**src/rtl/quadratic_root_solver_macros.svh**
```systemverilog
// Assertion shorthands used by the solver's queue.
// Each expects signals named clk and rst_n in the module that uses it.
`ifndef QUADRATIC_ROOT_SOLVER_MACROS_SVH
`define QUADRATIC_ROOT_SOLVER_MACROS_SVH

// Consequent must hold in the same cycle as the antecedent
`define QRS_ASSERT_SAME(lbl, ante, cons) \
    lbl: assert property (@(posedge clk) disable iff (!rst_n) (ante) |-> (cons)) \
        else $error("qrs assertion failed");

// Consequent must hold in the cycle after the antecedent
`define QRS_ASSERT_NEXT(lbl, ante, cons) \
    lbl: assert property (@(posedge clk) disable iff (!rst_n) (ante) |=> (cons)) \
        else $error("qrs assertion failed");

`endif

```
**src/rtl/qrs_pkg.sv**
```systemverilog
`default_nettype none

package qrs_pkg;

    // Q16.16 words
    localparam int WORD_BITS = 32;
    localparam int FRAC_BITS = 16;
    // Discriminant magnitude: b^2 + 4|a||c| needs two words plus one bit
    localparam int DISC_BITS = 2 * WORD_BITS + 1;
    localparam int QUEUE_DEPTH_DEFAULT = 4;

    typedef enum logic [2:0] {
        KIND_INFINITE = 3'd0,
        KIND_NONE     = 3'd1,
        KIND_LINEAR   = 3'd2,
        KIND_TWO_REAL = 3'd3,
        KIND_DOUBLE   = 3'd4,
        KIND_COMPLEX  = 3'd5
    } case_kind_t;

    typedef struct packed {
        logic signed [WORD_BITS-1:0] coef_a;
        logic signed [WORD_BITS-1:0] coef_b;
        logic signed [WORD_BITS-1:0] coef_c;
    } coef_t;

    typedef struct packed {
        case_kind_t                  case_kind;
        logic signed [WORD_BITS-1:0] root_first;
        logic signed [WORD_BITS-1:0] root_second;
        logic                        saturated;
    } roots_t;

    // Classified item handed from the front to the back
    typedef struct packed {
        case_kind_t                  kind;
        logic signed [WORD_BITS-1:0] coef_a;
        logic signed [WORD_BITS-1:0] coef_b;
        logic signed [WORD_BITS-1:0] coef_c;
        logic [DISC_BITS-1:0]        disc;
    } qrs_item_t;

    // Magnitude of a signed word; the most negative value maps to 2^(W-1)
    function automatic logic [WORD_BITS-1:0] mag_of(input logic signed [WORD_BITS-1:0] v);
        return v[WORD_BITS-1] ? -v : v;
    endfunction

endpackage

`default_nettype wire

```
**src/rtl/qrs_queue.sv**
```systemverilog
`default_nettype none
`include "quadratic_root_solver_macros.svh"

module qrs_queue #(
    parameter int DEPTH = qrs_pkg::QUEUE_DEPTH_DEFAULT
) (
    input  wire                 clk,
    input  wire                 rst_n,
    input  wire                 push_valid,
    output logic                push_ready,
    input  qrs_pkg::qrs_item_t  push_item,
    output logic                pop_valid,
    input  wire                 pop_ready,
    output qrs_pkg::qrs_item_t  pop_item
);
    import qrs_pkg::*;

    localparam int PTW = (DEPTH > 1) ? $clog2(DEPTH) : 1;
    localparam int CW  = $clog2(DEPTH + 1);

    qrs_item_t       mem_reg [DEPTH];
    logic [PTW-1:0]  wr_ptr_reg;
    logic [PTW-1:0]  rd_ptr_reg;
    logic [CW-1:0]   count_reg;
    logic            push_fire;
    logic            pop_fire;

    assign push_ready = (count_reg != CW'(DEPTH));
    assign pop_valid  = (count_reg != '0);
    assign push_fire  = push_valid && push_ready;
    assign pop_fire   = pop_valid && pop_ready;
    assign pop_item   = mem_reg[rd_ptr_reg];

    // Write the incoming item at the tail
    always_ff @(posedge clk)
    begin
        if (push_fire)
            mem_reg[wr_ptr_reg] <= push_item;
    end

    // Advance pointers and track the fill
    always_ff @(posedge clk or negedge rst_n)
    begin
        if (!rst_n)
        begin
            wr_ptr_reg <= '0;
            rd_ptr_reg <= '0;
            count_reg  <= '0;
        end
        else
        begin
            if (push_fire)
                wr_ptr_reg <= (wr_ptr_reg == PTW'(DEPTH - 1)) ? '0 : wr_ptr_reg + 1'b1;
            if (pop_fire)
                rd_ptr_reg <= (rd_ptr_reg == PTW'(DEPTH - 1)) ? '0 : rd_ptr_reg + 1'b1;
            if (push_fire && !pop_fire)
                count_reg <= count_reg + 1'b1;
            else if (pop_fire && !push_fire)
                count_reg <= count_reg - 1'b1;
        end
    end

    `QRS_ASSERT_SAME(a_count_bound, 1'b1, count_reg <= CW'(DEPTH))
    `QRS_ASSERT_NEXT(a_push_grows, push_fire && !pop_fire, count_reg == $past(count_reg) + 1'b1)
    `QRS_ASSERT_NEXT(a_pop_shrinks, pop_fire && !push_fire, count_reg == $past(count_reg) - 1'b1)

endmodule

`default_nettype wire

```
**config.mk**
```make
export PLATFORM = sky130hd
export DESIGN_NAME = qrs_queue
export DESIGN_NICKNAME = d
export VERILOG_FILES = /design/src/rtl/qrs_pkg.sv /design/src/rtl/qrs_queue.sv
export VERILOG_INCLUDE_DIRS = /design/src /design/src/rtl
export SDC_FILE = /design/constraint.sdc
export NUM_CORES = 1
export LEC_CHECK = 0
export BUFFER_PORTS_ARGS = -buffer_cell sky130_fd_sc_hd__buf_2
export CAP_MARGIN = 20
export CORE_MARGIN = 2
export CORE_UTILIZATION = 35
export CTS_CLUSTER_SIZE = 8
export DETAILED_ROUTE_END_ITERATION = 16
export GPL_ROUTABILITY_DRIVEN = 0
export SETUP_SLACK_MARGIN = 0.3
export SYNTH_ARGS = -nofsm -noshare
export SYNTH_HDL_FRONTEND = slang
export SYNTH_SLANG_ARGS = --single-unit
```
**constraint.sdc**
```tcl
create_clock -name clk -period 8.9 [get_ports clk]
set_input_delay 1.335 -clock clk [delete_from_list [all_inputs] [get_ports clk]]
set_output_delay 1.335 -clock clk [all_outputs]
set_load 0.02 [all_outputs]
```
After elaboration in Yosys (flattened, before gate mapping)
Memory sizes are Yosys's and may differ from the RTL's.
Cells that the tools add are included.
{"block": "totals", "input_bits": 168, "ramBits": 656, "n_memories": 1, "out_inout_bits": 166, "regBits": 7, "elab_cells": 25}
{"block": "classes", "add_sub_neg": 4, "mux": 6, "eq_ne": 3, "n_reduce_logical": 8}
{"name": "mem_reg", "depth": 4, "width": 164, "read_ports": 1, "rd_clocked_by_memory_dff": 0, "write_ports": 1, "line": "qrs_queue.sv:21", "source": "qrs_item_t mem_reg [DEPTH];"}
{"op": "2-to-1 mux 3 bit", "n": 2}
{"op": "adder 2 x 1 -> 2 bit, second input constant", "n": 2}
{"op": "equality test 2 bit, second input constant", "n": 2}
{"op": "logical AND 1 bit", "n": 4}
{"op": "2-to-1 mux 2 bit", "n": 2}
{"op": "adder 3 x 1 -> 3 bit, second input constant", "n": 1}
{"op": "inequality test 3 bit, second input constant", "n": 1}
{"op": "nonzero test 3 bit", "n": 1}
{"op": "subtractor 3 x 1 -> 3 bit, second input constant", "n": 1}
{"op": "logical NOT 1 bit", "n": 2}
{"op": "2-to-1 mux 1 bit", "n": 2}
{"op": "nonzero test 2 bit", "n": 1}

Depth between registers and ports, before layout
{"block": "depth", "depth_word": 6, "ltp_mapped": 8, "ltp_nobuf": 8}

Least setup slack after synthesis
OpenSTA, ideal clock, no wires.
{"block": "synth_path", "path_kind": "input-to-reg", "start": "input push_valid", "end": "memory mem_reg[3][0] (netlist name), enable pin", "stages": 1, "arrival_time_ns": 3.348, "setup_time_ns": 0.452, "slack_ns": 5.100, "required_time_ns": 8.448, "cell_sequence": "and3_2"}
{"block": "synth_between", "elab_chain_cells": 3}
{"item": "from (decl)", "line": "qrs_queue.sv:9", "source": "input wire push_valid,"}
{"item": "logical AND 1 bit", "line": "qrs_queue.sv:30", "source": "assign push_fire = push_valid && push_ready;"}
{"item": "2-to-1 mux 1 bit", "line": "qrs_queue.sv:37", "source": "if (push_fire)"}
{"item": "2-to-1 mux 1 bit (implied by the code)", "line": "qrs_queue.sv:38", "source": "mem_reg[wr_ptr_reg] <= push_item;"}
{"item": "to (decl)", "line": "qrs_queue.sv:21"}
Every way passes these cells.

==> flow_results.org <==
** Detailed routing
- Final wirelength :: between 40000 and 50000 µm
- In this run the remaining antenna-violating nets after routing total 0.
- Residual DRC count :: 0
- Count of vias placed by the detailed router :: ~11000
- Vias per cell :: ~4.9
- Router iterations before antenna repair :: 5
- Detailed-route wire length per cell :: between 20 and 25 µm
- Number of violations reported at the end of detailed-routing iteration 0 :: 667

** Finish
- The register with the most flip-flops in the layout has between 600 and 700 of them.
- Compared with the post-synthesis result, the final layout area differs by 21.40%.
- In the final layout, the share of cells above drive strength 1 is 0.4759.
- Most common cell after layout, fill and taps aside :: sky130_fd_sc_hd__edfxtp_1
- Leading cell types in the layout, fill and taps excluded :: sky130_fd_sc_hd__edfxtp_1 (656), sky130_fd_sc_hd__buf_2 (333), sky130_fd_sc_hd__mux4_2 (164), sky130_fd_sc_hd__clkbuf_16 (93)
- Final Util :: 0.4277
- At the end of the flow, the number of nets in the layout was 1470.

** Synth
- Avg Cell Area, Syn :: ~27 µm²
- Top cell type's share of synthesized area :: 0.8167
- The largest total area in the synthesized netlist belongs to sky130_fd_sc_hd__edfxtp_1.
- Yosys attributes the largest share of cell area to sky130_fd_sc_hd__edfxtp_1 (82%), sky130_fd_sc_hd__mux4_2 (15%), sky130_fd_sc_hd__buf_6 (0.75%), sky130_fd_sc_hd__dfrtp_1 (0.73%), sky130_fd_sc_hd__buf_2 (0.35%).
- Register bit count reported by yosys :: 663
- Total standard cell area after synthesis :: about 0.024 mm²
- The cell count after synthesis came out at just under 900.
- Synthesis instantiated 20 different standard cells from the library.
- When the netlist entered floorplanning its net count stood at 1068.
- The share of the Yosys chip area taken by registers is 0.8239.
- Number of warnings reported in the yosys synthesis log :: 0

** Timing
- The routed design could run at a clock period as short as roughly 4.3 ns.
- Headroom to the max-slew limit :: 0.2905
- Setup repair after global routing left no endpoint under its margin.
- The hold violation count in the final report came to 0.
- For the pin with the worst max-slew slack, the measured transition is around 1.1 ns.
- Post-route setup TNS :: 0 ns
- Based on the critical path, the design can be clocked at up to between 0.2 and 0.25 GHz.
- Final setup vio count :: 0
- Clk_skew :: 0.03420 ns
- Slew Viols, Final :: 0
- In the finished design, the share of the clock period the worst path needs comes to 0.4801.

** Worst setup path
- STA classifies the critical path startpoint as a flip-flop.
- Traced cell by cell, the critical path runs through buf_4, mux4_2, buf_2.
- At the worst endpoint, the required time is between 7 and 8 ns.
- Start of the worst register-to-register path :: count_reg[2]$_DFFE_PN0P_
- The critical path crosses 3 cells after its start point.
- Across all register-to-register paths, the minimum setup slack is 5.86 ns.
- In this run the worst path has a maximum fanout of between 40 and 50.
- Cell class contributing the biggest share of worst-path delay :: buffers and inverters
- The worst setup path is captured at a primary output.
- WP data arrival :: 2.94 ns
- For this run, the slowest stage of the critical path takes just over 0.8 ns.
- The number of buffers and inverters on the critical path is 2.
- The endpoint identified for the worst register-to-register timing path is mem_reg[3][44]$_DFFE_PP_.
- Measured in cells, the most critical reg-to-reg path has a length of 4.
- The critical path starts at rd_ptr_reg[0]$_DFFE_PN0P_.
- The worst setup path is of the reg -> out kind.
- Following the worst setup path forward leads to its endpoint at pop_item[48].
- Library cell contributing the largest single delay on the critical path :: sky130_fd_sc_hd__buf_4

** Global routing
- Global routing finished with a remaining overflow of 0.
- The number of antenna violations at the first check in global routing was 13.
- The via count of the first global-routing pass was between 10000 and 15000.
- The first global-routing pass estimated a little over 70000 µm of wire.
- Entering global routing, the biggest net connects around 150 pins.
- Overall Global Routing Usage :: 0.1365

** Power
- Summed over all cells, the static leakage comes to ~9.9 nW.
- Peak supply drop :: approximately 330 µV
- For this design the ratio of total power to cell area is 359.2 mW/mm².

** Die
- For this configuration, the core starts out at a cell density of 0.3523.
- Count of standard-cell rows :: 96
- The core region is about 0.07 mm².
- The die covers 0.07103 mm².
- From bottom edge to top edge, the die measures around 270 µm.
- From left edge to right edge, the die measures between 200 and 300 µm.
- # IOs :: 334

** CTS
- Number of clock buffers inserted by TritonCTS :: slightly above 90
- CTS placed an instance of sky130_fd_sc_hd__clkbuf_16 at the clock tree root.
- CTS clock-pin slew for the worst setup and hold paths :: 0.05 ns
- Clock tree synthesis found a total of around 660 sinks.
- CTS tree :: yes
- Post-CTS repair changed the size of 0 cells.
- Counting along the longest clock path gives a buffer depth of 3.
- CTS built an H-tree with a depth of 3.
- Hold Buf Count CTS :: 0
- For the worst-skew pair, the clock arrives at the later sink with an insertion delay of about 0.64 ns.
- In this run the post-CTS setup repair buffer count came out at 0.

** Placed design
- IO buf count :: 333
- Detailed placement ended at an HPWL of between 20000 and 30000 µm.

** Run status
- Result of the run :: finished clean

** Min path
- Hold crit path type :: reg -> reg

** Flow run
- The tool flagged a number of max-cap violations equal to 0.
==> Yosys cell counts <==
cell / number
sky130_fd_sc_hd__nor2_1: 3
sky130_fd_sc_hd__inv_1: 3
sky130_fd_sc_hd__buf_4: 1
sky130_fd_sc_hd__clkbuf_1: 3
sky130_fd_sc_hd__or3_2: 1
sky130_fd_sc_hd__buf_6: 16
sky130_fd_sc_hd__xor2_1: 2
sky130_fd_sc_hd__ha_1: 6
sky130_fd_sc_hd__or3b_4: 1
sky130_fd_sc_hd__and3_2: 4
sky130_fd_sc_hd__fa_1: 1
sky130_fd_sc_hd__mux2_2: 3
sky130_fd_sc_hd__and2_4: 1
sky130_fd_sc_hd__mux4_2: 164
sky130_fd_sc_hd__xnor2_1: 1
sky130_fd_sc_hd__dfrtp_1: 7
sky130_fd_sc_hd__buf_2: 17
sky130_fd_sc_hd__edfxtp_1: 656
sky130_fd_sc_hd__nand2_1: 1
sky130_fd_sc_hd__mux2_4: 2
==> layout make-up <==
cell class / count / area [µm²]
multi-input combinational: 190 / 3966
clock inverter: 9 / 157.7
inverter: 3 / 11.26
tap: 882 / 1104
sequential: 663 / 19880
clock buffer: 100 / 2354
fill: 5901 / 39180
timing repair buffer: 344 / 1799
antenna: 4 / 10.01
==> how the worst min path moves through the flow <==
stage	startpoint	to	slack, ns	depth (start not counted)
after CTS	count_reg[2]$_DFFE_PN0P_	count_reg[2]$_DFFE_PN0P_	0.49	1
final	count_reg[2]$_DFFE_PN0P_	count_reg[2]$_DFFE_PN0P_	0.48	1
after global routing	count_reg[2]$_DFFE_PN0P_	count_reg[2]$_DFFE_PN0P_	0.51	1
after global placement	count_reg[2]$_DFFE_PN0P_	count_reg[2]$_DFFE_PN0P_	0.47	1
after detailed placement	count_reg[2]$_DFFE_PN0P_	count_reg[2]$_DFFE_PN0P_	0.47	1
after floorplan	count_reg[2]$_DFFE_PN0P_	count_reg[2]$_DFFE_PN0P_	0.45	1
==> cells by family after synthesis <==
kind of cell             count (synthesis)  share of synthesized area
AND/OR/NAND/NOR                         11                   0.003009
buffers and inverters                   40                    0.01224
flip-flops                             663                     0.8239
multiplexers                           169                     0.1558
adder cells (fa/ha/maj)                  7                   0.003942
XOR/XNOR                                 3                   0.001090
==> metal layers <==
layer  global-route usage  wire [µm]  part of all wire
met1               0.1713      19340              0.40
met2               0.2168      23350              0.48
met3              0.05406       4524             0.094
met5                    0        145            0.0030
met4              0.04464        870             0.018
==> worst reg2reg max path, stage by stage (launching register included) <==
cell and delay, ns:
sky130_fd_sc_hd__dfrtp_1 0.39, sky130_fd_sc_hd__or3b_4 0.28, sky130_fd_sc_hd__and3_4 0.66, sky130_fd_sc_hd__buf_4 0.67, sky130_fd_sc_hd__buf_4 0.64
==> power by group <==
group | switching [mW] | internal [mW] | leakage, nW | total (mW)
clock | 1.22 | 1.86 | 1.22 | 3.07
combinational | 1.92 | 1.22 | 2.55 | 3.14
sequential | 0.164 | 4.14 | 6.09 | 4.30
total | 3.30 | 7.22 | 9.86 | 10.5
==> through the flow <==
step | setup WS [ns] | instances | hold WS (ns) | instance area [µm²] | total power [mW]
after global placement | 4.980 | 2082 | 0.4701 | 26760 | 7.547
final | 4.627 | 2195 | 0.4842 | 29280 | 10.52
after detailed placement | 4.951 | 2082 | 0.4692 | 26760 | 7.602
after global routing | 4.325 | 2192 | 0.5118 | 29280 | 11.04
after floorplan | 5.100 | 893 | 0.4473 | 24120 | 6.558
after CTS | 4.450 | 2191 | 0.4867 | 29270 | 10.72
No activity file was read; power rests on OpenSTA's default activity.
